==> src/assert_macros.svh <==
// Assertion macros shared by the command stream parser modules.
`ifndef ASSERT_MACROS_SVH
`define ASSERT_MACROS_SVH

// Check a property on every rising clk edge, quiet while arst_n is low.
`define ASSERT_CLK(label, prop, msg) \
	label: assert property (@(posedge clk) disable iff (!arst_n) (prop)) else $error(msg);

// Check that a condition implies a consequence in the same cycle.
`define ASSERT_IMPLY(label, cond, cons, msg) \
	label: assert property (@(posedge clk) disable iff (!arst_n) (cond) |-> (cons)) \
		else $error(msg);

`endif

==> src/rcsp_pkg.sv <==
// Package: shared types and codes of the register command stream parser.
`timescale 1ns / 1ps
package rcsp_pkg;

	// input op codes
	localparam logic [1:0] OP_BYTE  = 2'd0;
	localparam logic [1:0] OP_PAUSE = 2'd1;
	localparam logic [1:0] OP_STOP  = 2'd2;
	localparam logic [1:0] OP_END   = 2'd3;

	// result kinds
	localparam logic [2:0] KIND_WRITE    = 3'd0;
	localparam logic [2:0] KIND_BURST    = 3'd1;
	localparam logic [2:0] KIND_WAIT     = 3'd2;
	localparam logic [2:0] KIND_HWRESET  = 3'd3;
	localparam logic [2:0] KIND_BAD_CMD  = 3'd4;
	localparam logic [2:0] KIND_BAD_ADDR = 3'd5;

	// command bytes
	localparam logic [7:0] CMD_NOOP    = 8'h00;
	localparam logic [7:0] CMD_FLUSH   = 8'h80;
	localparam logic [7:0] CMD_WRITE   = 8'h10;
	localparam logic [7:0] CMD_LIST8A  = 8'h12;
	localparam logic [7:0] CMD_LIST16A = 8'h13;
	localparam logic [7:0] CMD_LIST8B  = 8'h14;
	localparam logic [7:0] CMD_LIST16B = 8'h15;
	localparam logic [7:0] CMD_BURST8  = 8'h20;
	localparam logic [7:0] CMD_BURST16 = 8'h21;
	localparam logic [7:0] CMD_TARGET  = 8'h90;
	localparam logic [7:0] CMD_HWRESET = 8'he0;
	localparam logic [7:0] CMD_WAIT8A  = 8'hfc;
	localparam logic [7:0] CMD_WAIT16A = 8'hfd;
	localparam logic [7:0] CMD_WAIT8B  = 8'hfe;
	localparam logic [7:0] CMD_WAIT16B = 8'hff;

	// note-off run constants
	localparam logic [7:0] NOTE_OFF_TARGET = 8'd3;
	localparam logic [7:0] NOTE_OFF_ADDR_A = 8'h0b;
	localparam logic [7:0] NOTE_OFF_ADDR_B = 8'h0f;

	localparam logic [7:0] TARGET_RESET = 8'd3;

	// front to back queue
	localparam int Q_DEPTH = 2;
	localparam int Q_PTR_W = $clog2(Q_DEPTH);
	localparam int Q_CNT_W = $clog2(Q_DEPTH + 1);

	// one queued job: either a single finished result or a note-off run
	typedef struct packed {
		logic        pause;
		logic [2:0]  kind;
		logic [7:0]  target;
		logic [7:0]  addr;
		logic [7:0]  data;
		logic [16:0] wait_ticks;
		logic        first;
	} job_t;

endpackage

==> src/register_command_stream_parser_top.sv <==
// Top level of the register command stream parser.
`timescale 1ns / 1ps
// Usage:
//   Input channel (in_valid / in_ready): one item per handshake. op selects a
//   command stream byte (stream_byte), a pause, a stop request or end of stream.
//   Output channel (out_valid / out_ready): one result per handshake - register
//   write, burst data byte, wait count, hardware reset or error. run_last marks
//   the last result caused by an input item; items that cause nothing are silent.
// Pipeline and throughput:
//   A taken item's result passes through the job queue and then the output
//   register. One item per cycle is sustained while the job queue has room;
//   each ordinary item makes at most one result, keeping pace with the source.
//   A pause expands into 2*NOTE_OFF_CHANNELS note-off writes, one per cycle from
//   the back end counter while out_ready is high; the two-entry job queue fills
//   and in_ready drops until the run drains. That counter sets the pause rate.
// Reset:
//   arst_n clears the parser to idle, target 3, not halted, and empties the
//   queue and output register. A stop item resets only the parser, in-band, and
//   emits one hardware reset result; after an error items are dropped until stop.
// Stalls:
//   With out_ready low the output register holds its result; the front end
//   keeps taking items until the job queue is full.
module register_command_stream_parser_top #(
	parameter int NOTE_OFF_CHANNELS = 16
) (
	input  logic        clk,
	input  logic        arst_n,
	input  logic        in_valid,
	output logic        in_ready,
	input  logic [1:0]  op,
	input  logic [7:0]  stream_byte,
	output logic        out_valid,
	input  logic        out_ready,
	output logic [2:0]  kind,
	output logic [7:0]  target,
	output logic [7:0]  reg_address,
	output logic [7:0]  reg_data,
	output logic [16:0] wait_ticks,
	output logic        burst_first,
	output logic        run_last
);

	logic           push;
	logic           q_full;
	logic           pop;
	logic           head_valid;
	rcsp_pkg::job_t push_job;
	rcsp_pkg::job_t head_job;

	// parse the byte stream and classify each item into a job
	rcsp_front u_front (
		.clk         (clk),
		.arst_n      (arst_n),
		.in_valid    (in_valid),
		.in_ready    (in_ready),
		.op          (op),
		.stream_byte (stream_byte),
		.q_full      (q_full),
		.push        (push),
		.push_job    (push_job)
	);

	// decouple parser from result delivery
	rcsp_queue u_queue (
		.clk        (clk),
		.arst_n     (arst_n),
		.push       (push),
		.push_job   (push_job),
		.full       (q_full),
		.pop        (pop),
		.head_valid (head_valid),
		.head_job   (head_job)
	);

	// expand jobs into result items
	rcsp_back #(
		.NOTE_OFF_CHANNELS (NOTE_OFF_CHANNELS)
	) u_back (
		.clk         (clk),
		.arst_n      (arst_n),
		.head_valid  (head_valid),
		.head_job    (head_job),
		.pop         (pop),
		.out_valid   (out_valid),
		.out_ready   (out_ready),
		.kind        (kind),
		.target      (target),
		.reg_address (reg_address),
		.reg_data    (reg_data),
		.wait_ticks  (wait_ticks),
		.burst_first (burst_first),
		.run_last    (run_last)
	);

endmodule

==> src/rcsp_front.sv <==
// Front end: accepts stream items, runs the command parser, emits jobs.
`timescale 1ns / 1ps
`include "assert_macros.svh"
module rcsp_front (
	input  logic            clk,
	input  logic            arst_n,
	input  logic            in_valid,
	output logic            in_ready,
	input  logic [1:0]      op,
	input  logic [7:0]      stream_byte,
	input  logic            q_full,
	output logic            push,
	output rcsp_pkg::job_t  push_job
);

	localparam logic [3:0] PH_IDLE    = 4'd0;
	localparam logic [3:0] PH_W_ADDR  = 4'd1;
	localparam logic [3:0] PH_W_DATA  = 4'd2;
	localparam logic [3:0] PH_L_LO    = 4'd3;
	localparam logic [3:0] PH_L_HI    = 4'd4;
	localparam logic [3:0] PH_P_ADDR  = 4'd5;
	localparam logic [3:0] PH_P_DATA  = 4'd6;
	localparam logic [3:0] PH_B_ADDR  = 4'd7;
	localparam logic [3:0] PH_B_LO    = 4'd8;
	localparam logic [3:0] PH_B_HI    = 4'd9;
	localparam logic [3:0] PH_B_FIRST = 4'd10;
	localparam logic [3:0] PH_B_DATA  = 4'd11;
	localparam logic [3:0] PH_TARGET  = 4'd12;
	localparam logic [3:0] PH_WAIT_LO = 4'd13;
	localparam logic [3:0] PH_WAIT_HI = 4'd14;

	logic [3:0]  phase_q, phase_n;
	logic [7:0]  command_q, command_n;
	logic [7:0]  target_q, target_n;
	logic [7:0]  haddr_q, haddr_n;
	logic [7:0]  len_lo_q, len_lo_n;
	logic [15:0] rem_q, rem_n;
	logic        halted_q, halted_n;
	logic        accept;
	logic        emit;
	logic [15:0] rem_dec;
	logic [15:0] len16;
	rcsp_pkg::job_t job;

	assign in_ready = !q_full;
	assign accept   = in_valid && in_ready;
	assign rem_dec  = (rem_q != 16'd0) ? rem_q - 16'd1 : 16'd0;
	assign len16    = {stream_byte, len_lo_q};

	always_comb begin
		phase_n   = phase_q;
		command_n = command_q;
		target_n  = target_q;
		haddr_n   = haddr_q;
		len_lo_n  = len_lo_q;
		rem_n     = rem_q;
		halted_n  = halted_q;
		emit      = 1'b0;
		job       = '0;
		if (op == rcsp_pkg::OP_STOP) begin
			phase_n   = PH_IDLE;
			command_n = 8'd0;
			target_n  = rcsp_pkg::TARGET_RESET;
			haddr_n   = 8'd0;
			len_lo_n  = 8'd0;
			rem_n     = 16'd0;
			halted_n  = 1'b0;
			emit      = 1'b1;
			job.kind  = rcsp_pkg::KIND_HWRESET;
		end else if (halted_q) begin
			// drop everything until stop
		end else if (op == rcsp_pkg::OP_END) begin
			phase_n   = PH_IDLE;
			command_n = 8'd0;
			target_n  = rcsp_pkg::TARGET_RESET;
			haddr_n   = 8'd0;
			len_lo_n  = 8'd0;
			rem_n     = 16'd0;
		end else if (op == rcsp_pkg::OP_PAUSE) begin
			emit      = 1'b1;
			job.pause = 1'b1;
		end else begin
			unique case (phase_q) inside
				PH_IDLE: begin
					command_n = stream_byte;
					unique case (stream_byte) inside
						rcsp_pkg::CMD_NOOP, rcsp_pkg::CMD_FLUSH: begin
						end
						rcsp_pkg::CMD_WRITE: begin
							phase_n = PH_W_ADDR;
						end
						rcsp_pkg::CMD_LIST8A, rcsp_pkg::CMD_LIST16A,
						rcsp_pkg::CMD_LIST8B, rcsp_pkg::CMD_LIST16B: begin
							phase_n = PH_L_LO;
						end
						rcsp_pkg::CMD_BURST8, rcsp_pkg::CMD_BURST16: begin
							phase_n = PH_B_ADDR;
						end
						rcsp_pkg::CMD_TARGET: begin
							phase_n = PH_TARGET;
						end
						rcsp_pkg::CMD_HWRESET: begin
							emit     = 1'b1;
							job.kind = rcsp_pkg::KIND_HWRESET;
						end
						rcsp_pkg::CMD_WAIT8A, rcsp_pkg::CMD_WAIT16A,
						rcsp_pkg::CMD_WAIT8B, rcsp_pkg::CMD_WAIT16B: begin
							phase_n = PH_WAIT_LO;
						end
						default: begin
							emit       = 1'b1;
							job.kind   = rcsp_pkg::KIND_BAD_CMD;
							job.target = target_q;
							job.data   = stream_byte;
							halted_n   = 1'b1;
						end
					endcase
				end
				PH_W_ADDR, PH_B_ADDR: begin
					if (stream_byte[7]) begin
						emit       = 1'b1;
						job.kind   = rcsp_pkg::KIND_BAD_ADDR;
						job.target = target_q;
						job.addr   = stream_byte;
						job.data   = command_q;
						halted_n   = 1'b1;
						phase_n    = PH_IDLE;
					end else begin
						haddr_n = stream_byte;
						phase_n = (phase_q == PH_W_ADDR) ? PH_W_DATA : PH_B_LO;
					end
				end
				PH_W_DATA: begin
					emit       = 1'b1;
					job.kind   = rcsp_pkg::KIND_WRITE;
					job.target = target_q;
					job.addr   = haddr_q;
					job.data   = stream_byte;
					phase_n    = PH_IDLE;
				end
				PH_L_LO: begin
					if (!command_q[0]) begin
						rem_n   = {8'd0, stream_byte};
						phase_n = (stream_byte != 8'd0) ? PH_P_ADDR : PH_IDLE;
					end else begin
						len_lo_n = stream_byte;
						phase_n  = PH_L_HI;
					end
				end
				PH_L_HI: begin
					rem_n   = len16;
					phase_n = (len16 != 16'd0) ? PH_P_ADDR : PH_IDLE;
				end
				PH_P_ADDR: begin
					haddr_n = stream_byte;
					phase_n = PH_P_DATA;
				end
				PH_P_DATA: begin
					emit       = 1'b1;
					job.kind   = rcsp_pkg::KIND_WRITE;
					job.target = target_q;
					job.addr   = haddr_q;
					job.data   = stream_byte;
					rem_n      = rem_dec;
					phase_n    = (rem_dec != 16'd0) ? PH_P_ADDR : PH_IDLE;
				end
				PH_B_LO: begin
					if (command_q == rcsp_pkg::CMD_BURST8) begin
						rem_n   = {8'd0, stream_byte};
						phase_n = (stream_byte != 8'd0) ? PH_B_FIRST : PH_IDLE;
					end else begin
						len_lo_n = stream_byte;
						phase_n  = PH_B_HI;
					end
				end
				PH_B_HI: begin
					rem_n   = len16;
					phase_n = (len16 != 16'd0) ? PH_B_FIRST : PH_IDLE;
				end
				PH_B_FIRST, PH_B_DATA: begin
					emit       = 1'b1;
					job.kind   = rcsp_pkg::KIND_BURST;
					job.target = target_q;
					job.addr   = haddr_q;
					job.data   = stream_byte;
					job.first  = (phase_q == PH_B_FIRST);
					rem_n      = rem_dec;
					phase_n    = (rem_dec != 16'd0) ? PH_B_DATA : PH_IDLE;
				end
				PH_TARGET: begin
					target_n = stream_byte;
					phase_n  = PH_IDLE;
				end
				PH_WAIT_LO: begin
					if (!command_q[0]) begin
						emit           = 1'b1;
						job.kind       = rcsp_pkg::KIND_WAIT;
						job.wait_ticks = {9'd0, stream_byte} + 17'd1;
						phase_n        = PH_IDLE;
					end else begin
						len_lo_n = stream_byte;
						phase_n  = PH_WAIT_HI;
					end
				end
				PH_WAIT_HI: begin
					emit           = 1'b1;
					job.kind       = rcsp_pkg::KIND_WAIT;
					job.wait_ticks = {1'b0, len16} + 17'd1;
					phase_n        = PH_IDLE;
				end
				default: begin
					phase_n = PH_IDLE;
				end
			endcase
		end
	end

	assign push     = accept && emit;
	assign push_job = job;

	always_ff @(posedge clk or negedge arst_n) begin
		if (!arst_n) begin
			phase_q   <= PH_IDLE;
			command_q <= 8'd0;
			target_q  <= rcsp_pkg::TARGET_RESET;
			haddr_q   <= 8'd0;
			len_lo_q  <= 8'd0;
			rem_q     <= 16'd0;
			halted_q  <= 1'b0;
		end else if (accept) begin
			phase_q   <= phase_n;
			command_q <= command_n;
			target_q  <= target_n;
			haddr_q   <= haddr_n;
			len_lo_q  <= len_lo_n;
			rem_q     <= rem_n;
			halted_q  <= halted_n;
		end
	end

	// an error always drops the parser back to idle before it halts
	`ASSERT_IMPLY(a_halt_idle, halted_q, phase_q == PH_IDLE, "halted outside idle phase")

endmodule

==> src/rcsp_queue.sv <==
// Short job queue between the parser front end and the result back end.
`timescale 1ns / 1ps
`include "assert_macros.svh"
module rcsp_queue (
	input  logic            clk,
	input  logic            arst_n,
	input  logic            push,
	input  rcsp_pkg::job_t  push_job,
	output logic            full,
	input  logic            pop,
	output logic            head_valid,
	output rcsp_pkg::job_t  head_job
);

	rcsp_pkg::job_t                 slot_q [rcsp_pkg::Q_DEPTH];
	logic [rcsp_pkg::Q_PTR_W-1:0]   wr_ptr_q;
	logic [rcsp_pkg::Q_PTR_W-1:0]   rd_ptr_q;
	logic [rcsp_pkg::Q_CNT_W-1:0]   cnt_q;

	localparam logic [rcsp_pkg::Q_PTR_W-1:0] PTR_LAST =
		rcsp_pkg::Q_PTR_W'(rcsp_pkg::Q_DEPTH - 1);
	localparam logic [rcsp_pkg::Q_CNT_W-1:0] CNT_FULL =
		rcsp_pkg::Q_CNT_W'(rcsp_pkg::Q_DEPTH);

	assign full       = (cnt_q == CNT_FULL);
	assign head_valid = (cnt_q != '0);
	assign head_job   = slot_q[rd_ptr_q];

	always_ff @(posedge clk) begin
		if (push) begin
			slot_q[wr_ptr_q] <= push_job;
		end
	end

	always_ff @(posedge clk or negedge arst_n) begin
		if (!arst_n) begin
			wr_ptr_q <= '0;
			rd_ptr_q <= '0;
			cnt_q    <= '0;
		end else begin
			if (push) begin
				wr_ptr_q <= (wr_ptr_q == PTR_LAST) ? '0 : wr_ptr_q + 1'b1;
			end
			if (pop) begin
				rd_ptr_q <= (rd_ptr_q == PTR_LAST) ? '0 : rd_ptr_q + 1'b1;
			end
			if (push && !pop) begin
				cnt_q <= cnt_q + 1'b1;
			end else if (pop && !push) begin
				cnt_q <= cnt_q - 1'b1;
			end
		end
	end

	`ASSERT_CLK(a_q_bound, cnt_q <= CNT_FULL, "queue count beyond depth")
	`ASSERT_IMPLY(a_q_pop, pop, cnt_q != '0, "pop from empty queue")

endmodule

==> src/rcsp_back.sv <==
// Back end: expands queued jobs into result items behind an output register.
`timescale 1ns / 1ps
`include "assert_macros.svh"
module rcsp_back #(
	parameter int NOTE_OFF_CHANNELS = 16
) (
	input  logic            clk,
	input  logic            arst_n,
	input  logic            head_valid,
	input  rcsp_pkg::job_t  head_job,
	output logic            pop,
	output logic            out_valid,
	input  logic            out_ready,
	output logic [2:0]      kind,
	output logic [7:0]      target,
	output logic [7:0]      reg_address,
	output logic [7:0]      reg_data,
	output logic [16:0]     wait_ticks,
	output logic            burst_first,
	output logic            run_last
);

	localparam int RUN_LEN = 2 * NOTE_OFF_CHANNELS;
	localparam int CNT_W   = $clog2(RUN_LEN);
	localparam logic [CNT_W-1:0] IDX_LAST = CNT_W'(RUN_LEN - 1);

	logic             valid_q;
	logic [2:0]       kind_q;
	logic [7:0]       target_q;
	logic [7:0]       addr_q;
	logic [7:0]       data_q;
	logic [16:0]      wait_q;
	logic             first_q;
	logic             last_q;
	logic             run_q;
	logic [CNT_W-1:0] cnt_q;

	logic             out_free;
	logic [CNT_W-1:0] idx;
	logic             use_note;

	assign out_free = !valid_q || out_ready;
	assign pop      = out_free && !run_q && head_valid;
	assign use_note = run_q || head_job.pause;
	assign idx      = run_q ? cnt_q : '0;

	always_ff @(posedge clk or negedge arst_n) begin
		if (!arst_n) begin
			valid_q <= 1'b0;
			run_q   <= 1'b0;
			cnt_q   <= '0;
		end else if (out_free) begin
			valid_q <= run_q || head_valid;
			if (run_q) begin
				if (cnt_q == IDX_LAST) begin
					run_q <= 1'b0;
					cnt_q <= '0;
				end else begin
					cnt_q <= CNT_W'(cnt_q + 1'b1);
				end
			end else if (head_valid && head_job.pause) begin
				run_q <= 1'b1;
				cnt_q <= CNT_W'(1);
			end
		end
	end

	always_ff @(posedge clk) begin
		if (out_free && (run_q || head_valid)) begin
			if (use_note) begin
				kind_q   <= rcsp_pkg::KIND_WRITE;
				target_q <= rcsp_pkg::NOTE_OFF_TARGET;
				addr_q   <= idx[0] ? rcsp_pkg::NOTE_OFF_ADDR_B : rcsp_pkg::NOTE_OFF_ADDR_A;
				data_q   <= 8'(idx >> 1);
				wait_q   <= 17'd0;
				first_q  <= 1'b0;
				last_q   <= (idx == IDX_LAST);
			end else begin
				kind_q   <= head_job.kind;
				target_q <= head_job.target;
				addr_q   <= head_job.addr;
				data_q   <= head_job.data;
				wait_q   <= head_job.wait_ticks;
				first_q  <= head_job.first;
				last_q   <= 1'b1;
			end
		end
	end

	assign out_valid   = valid_q;
	assign kind        = kind_q;
	assign target      = target_q;
	assign reg_address = addr_q;
	assign reg_data    = data_q;
	assign wait_ticks  = wait_q;
	assign burst_first = first_q;
	assign run_last    = last_q;

	`ASSERT_IMPLY(a_run_shown, run_q, valid_q, "note-off run without a shown result")
	`ASSERT_IMPLY(a_run_cnt, run_q, cnt_q != '0, "note-off run index lost its first step")

endmodule

==> config.mk <==
export PLATFORM = sky130hd
export DESIGN_NAME = register_command_stream_parser_top
export DESIGN_NICKNAME = d
export VERILOG_FILES = /design/src/rcsp_pkg.sv /design/src/register_command_stream_parser_top.sv /design/src/rcsp_front.sv /design/src/rcsp_queue.sv /design/src/rcsp_back.sv
export VERILOG_INCLUDE_DIRS = /design/src /design/src/src
export SDC_FILE = /design/constraint.sdc
export NUM_CORES = 1
export LEC_CHECK = 0
export BUFFER_PORTS_ARGS = -buffer_cell sky130_fd_sc_hd__clkbuf_2
export CAP_MARGIN = 25
export CORE_UTILIZATION = 45
export CTS_BUF_LIST = sky130_fd_sc_hd__clkbuf_8
export CTS_CLUSTER_DIAMETER = 100
export DETAILED_ROUTE_END_ITERATION = 8
export GPL_TIMING_DRIVEN = 0
export SKIP_LAST_GASP = 1
export SYNTH_ARGS = -nofsm -noshare
export SYNTH_HDL_FRONTEND = slang
export SYNTH_SLANG_ARGS = --single-unit
export TNS_END_PERCENT = 100
==> constraint.sdc <==
create_clock -name clk -period 5.4 [get_ports clk]
set_input_delay 0.54 -clock clk [delete_from_list [all_inputs] [get_ports clk]]
set_output_delay 0.54 -clock clk [all_outputs]
set_load 0.01 [all_outputs]
==> results.py <==
metrics = {
    "detailed_routing": {
        "wl_per_cell_um": 19.03,
        "viasPerCell": 5.613,
        "drtAntennaViolNets": 0,
        "vias": 6932,
        "drtIter0Drc": 544,
        "wl_um": 23500,
        "first_pass_iters": 5,
        "drc": 0,
    },
    "logic_synthesis": {
        "synthXorXnorAreaFrac_pct": 2.511,
        "synth-edff-count": 138,
        "yosysSeqAreaShare_pct": 58.86,
        "synth_top_flop_cell": "edfxtp_1",
        "synth.avg_cell_area_um2": 11.77,
        "synth_compound_area_share_pct": 11.26,
        "synth-simple-area-share_pct": 15.30,
        "muxShareOfSynthArea_pct": 7.636,
        "yosysUniqueCellTypes": 72,
        "async_reset_ff_share_pct": 31.68,
        "synthCells": 830,
        "syn-num-nets": 854,
        "synth_top_family_by_area": "simple AND/OR/NAND/NOR gates",
        "synthesis.area_mm2": 0.009766,
        "ys_warn_count": 0,
        "ys_ff_latch": 202,
        "synth_fa_ha_area_share_pct": 1.499,
    },
    "timing": {
        "rsz0062_at_grt": "no",
        "hold_viol_final": 0,
        "maxClockFrequency_mhz": 266.3,
        "fin_worst_skew_ns": 0.01664,
        "min_period_ns": 3.756,
        "setup_ws_ns": 1.644,
        "relSlewSlack_pct": 33.08,
        "fin_crit_sh_pct": 69.55,
        "fin_tns_setup_ns": 0,
        "tightest_slew_ns": 0.9930,
        "report.final.slew_viol_count": 0,
        "setup_viol": 0,
    },
    "clocking": {
        "ctsHoldBuffers": 1,
        "cts_sinks": 202,
        "cts.reportedPaths.clkPinSlew_ns": 0.05,
        "cts-root-buf": "clkbuf_8",
        "cts_resized": 0,
        "cts_made_buffers": 37,
        "h-tree-depth": 2,
        "clock_path_buffers": 3,
        "tritoncts": "built",
        "clock_latency_ns": 0.53,
        "post-cts-setup-buffers": 0,
    },
    "layout": {
        "nets": 955,
        "area_delta_synth_final_pct": 14.88,
        "final_cells": 1235,
        "drive_gt1_share_pct": 18.13,
        "nFillCells": 1871,
        "antennaDiodeCount": 0,
    },
    "power_and_ir_drop": {
        "power_switching_w": 0.001979,
        "irDropWorstVdd_mv": 0.1933,
        "pwr-share-seq_pct": 42.9,
        "p_clk_share_pct": 24.7,
        "switching_share_pct": 35.38,
        "p_leak_nw": 4.373,
        "powerDensity_mw_per_mm2": 498.7,
        "intPower_w": 0.003615,
        "comb_power_share_pct": 32.4,
    },
    "placement": {
        "numPortBuffers": 57,
        "hpwl_um": 16360,
        "dp.cells": 1166,
        "gp_congestion": 0.9046,
        "dp_worst_setup_slack_ns": 1.183,
    },
    "floorplanning": {
        "core_mm2": 0.02115,
        "dieArea_mm2": 0.02230,
        "die_x_um": 149.3,
        "pin_count": 62,
        "rows": 53,
        "die_h_um": 149.3,
        "start_util_pct": 46.16,
    },
    "setup_path": {
        "end_kind": "register",
        "crit_fanout": 32,
        "start_kind": "primary input",
        "worstPathRequired_ns": 5.61,
        "worst-setup-path-type": "primary input to register",
        "arrival_ns": 3.97,
    },
    "run_status": {
        "status": "complete, no violations",
    },
    "global_route": {
        "grt_overflow": 0,
        "grt.total_usage_pct": 21.86,
        "antenna_found_initial": 0,
        "grt_max_degree": 41,
        "grt_pass1_vias": 6669,
        "grt_pass1_wl_um": 37360,
    },
    "job": {
        "maxCapViolCount": 0,
    },
    "worst_hold_path": {
        "min-delay-path-class": "primary input to register",
    },
}
[cells by family (layout without fill, tap and decap cells)]
group                      after synthesis  in the layout
AOI/OAI and AO/OA                      158            158
xor gates and xnor gates                28             28
adders and majority gates               12             12
buffers and inverters                   66            196
DFF                                    202            202
muxes                                   71             71
and+or+nand+nor                        293            293
[worst paths after layout]
| path | cells after the start | to | from | slack, ns |
|---|---|---|---|---|
| min in group asynchronous | 2 | u_back.out_valid | arst_n | 0.50 |
| max in group asynchronous | 3 | u_front.target_q[0] | arst_n | 4.27 |
| max | 11 | u_queue.slot_q[0][9] | stream_byte[0] | 1.64 |
| min | 3 | u_back.out_valid | out_ready | 0.35 |
| min reg2reg | 2 | u_front.haddr_q[7] | u_front.haddr_q[7] | 0.49 |
| max reg2reg | 9 | u_queue.slot_q[0][9] | u_front.phase_q[3] | 2.09 |
[final cells by class]
| type | instances | area (um2) | share of cell area [%] |
|---|---|---|---|
| clock inverter | 28 | 156.4 | 1.394 |
| tap | 275 | 344.1 | 3.067 |
| multi-input combinational | 562 | 3747 | 33.40 |
| sequential | 202 | 5748 | 51.24 |
| timing repair buffer | 62 | 385.4 | 3.435 |
| buffer | 51 | 227.7 | 2.030 |
| clock buffer | 40 | 550.5 | 4.907 |
| inverter | 15 | 58.81 | 0.5242 |
[cells in the mapped netlist (all sizes together) (3+ instances only)]
master	n	area share, %
edfxtp	138	42
nor2	97	3.8
dfrtp	62	16
nand2	53	2.0
o21ai	45	2.3
mux2i	43	4.4
clkbuf	31	1.2
a21oi	30	1.6
mux2	28	3.2
nand3	22	1.1
buf	20	1.1
a22oi	19	1.5
nor2b	19	1.2
nor3	17	0.87
xnor2	17	1.5
inv	15	0.60
and2	14	0.90
nor4	11	0.92
xor2	11	0.99
ha	10	1.3
nand2b	10	0.64
a22o	9	0.81
nand4	9	0.58
or3	8	0.51
a211o	7	0.63
nor3b	7	0.59
a211oi	6	0.46
nor4b	6	0.60
a31oi	5	0.32
and3	5	0.32
a221oi	4	0.36
o211ai	4	0.31
o31ai	4	0.31
or2	4	0.26
or4	4	0.31
a21o	3	0.23
a32oi	3	0.27
o21a	3	0.23
[state kept, by name, summed over array words and instances, names as in the netlist, 2 cells and up]
signal              flops
u_back.reg_data         8
u_front.rem_q          16
u_front.target_q        8
u_queue.cnt_q           2
u_back.cnt_q            5
u_back.kind             3
u_front.haddr_q         8
u_back.reg_address      8
u_front.phase_q         4
u_front.command_q       8
u_front.len_lo_q        8
u_queue.slot_q         92
u_back.wait_ticks      17
u_back.target           8
[critical path, stage by stage]
cell      delay (ns)
clkbuf_2        0.13
clkbuf_1        0.52
inv_1           0.32
ha_1            0.35
nor4_1          0.30
nor3_1          0.13
nor2_1          0.32
nand3_1         0.13
a31oi_1         0.36
nor2b_4         0.55
buf_12          0.28
[placed cells by master (no fill, tap or decap), types with 6 or more instances in the layout]
cell type,instances
edfxtp_1,138
nor2_1,95
dfrtp_1,62
clkbuf_2,56
nand2_1,53
o21ai_0,43
mux2i_1,43
clkbuf_8,40
inv_1,32
clkbuf_1,31
a21oi_1,28
mux2_2,28
nand3_1,22
a22oi_1,19
nor2b_1,18
nor3_1,17
xnor2_1,17
and2_1,13
buf_2,11
xor2_1,11
nand2b_1,10
ha_1,10
nand4_1,9
nor4_1,9
a22o_1,9
or3_1,8
a211o_1,7
a211oi_1,6
buf_1,6
nor3b_1,6
[layer usage]
metal	track usage, %	routed length, um
met2	33.16	10520
met3	4.128	1553
met5	0	0
met4	6.276	421
met1	31.81	11000
[stage by stage]
step | power (W) | util, % | cell area (um2) | hold WS, ns
floorplan | 0.003646 | - | 9766 | 0.2444
global placement | 0.004198 | 49.14 | 10400 | 0.4672
detailed placement | 0.004240 | 49.64 | 10500 | 0.4765
CTS | 0.005646 | 53.03 | 11220 | 0.3178
global route | 0.005938 | 53.03 | 11220 | 0.3549
finish | 0.005594 | 53.03 | 11220 | 0.3455
[power by group through the flow]
| stage | registers, W | clock network, W | logic (W) |
|---|---|---|---|
| floorplan | 0.00246 | 0 | 0.00118 |
| global placement | 0.00244 | 0 | 0.00176 |
| detailed placement | 0.00243 | 0 | 0.00181 |
| CTS | 0.00240 | 0.00142 | 0.00182 |
| global route | 0.00245 | 0.00149 | 0.00200 |
| finish | 0.00240 | 0.00138 | 0.00181 |
(Power assumes the default switching activity.)
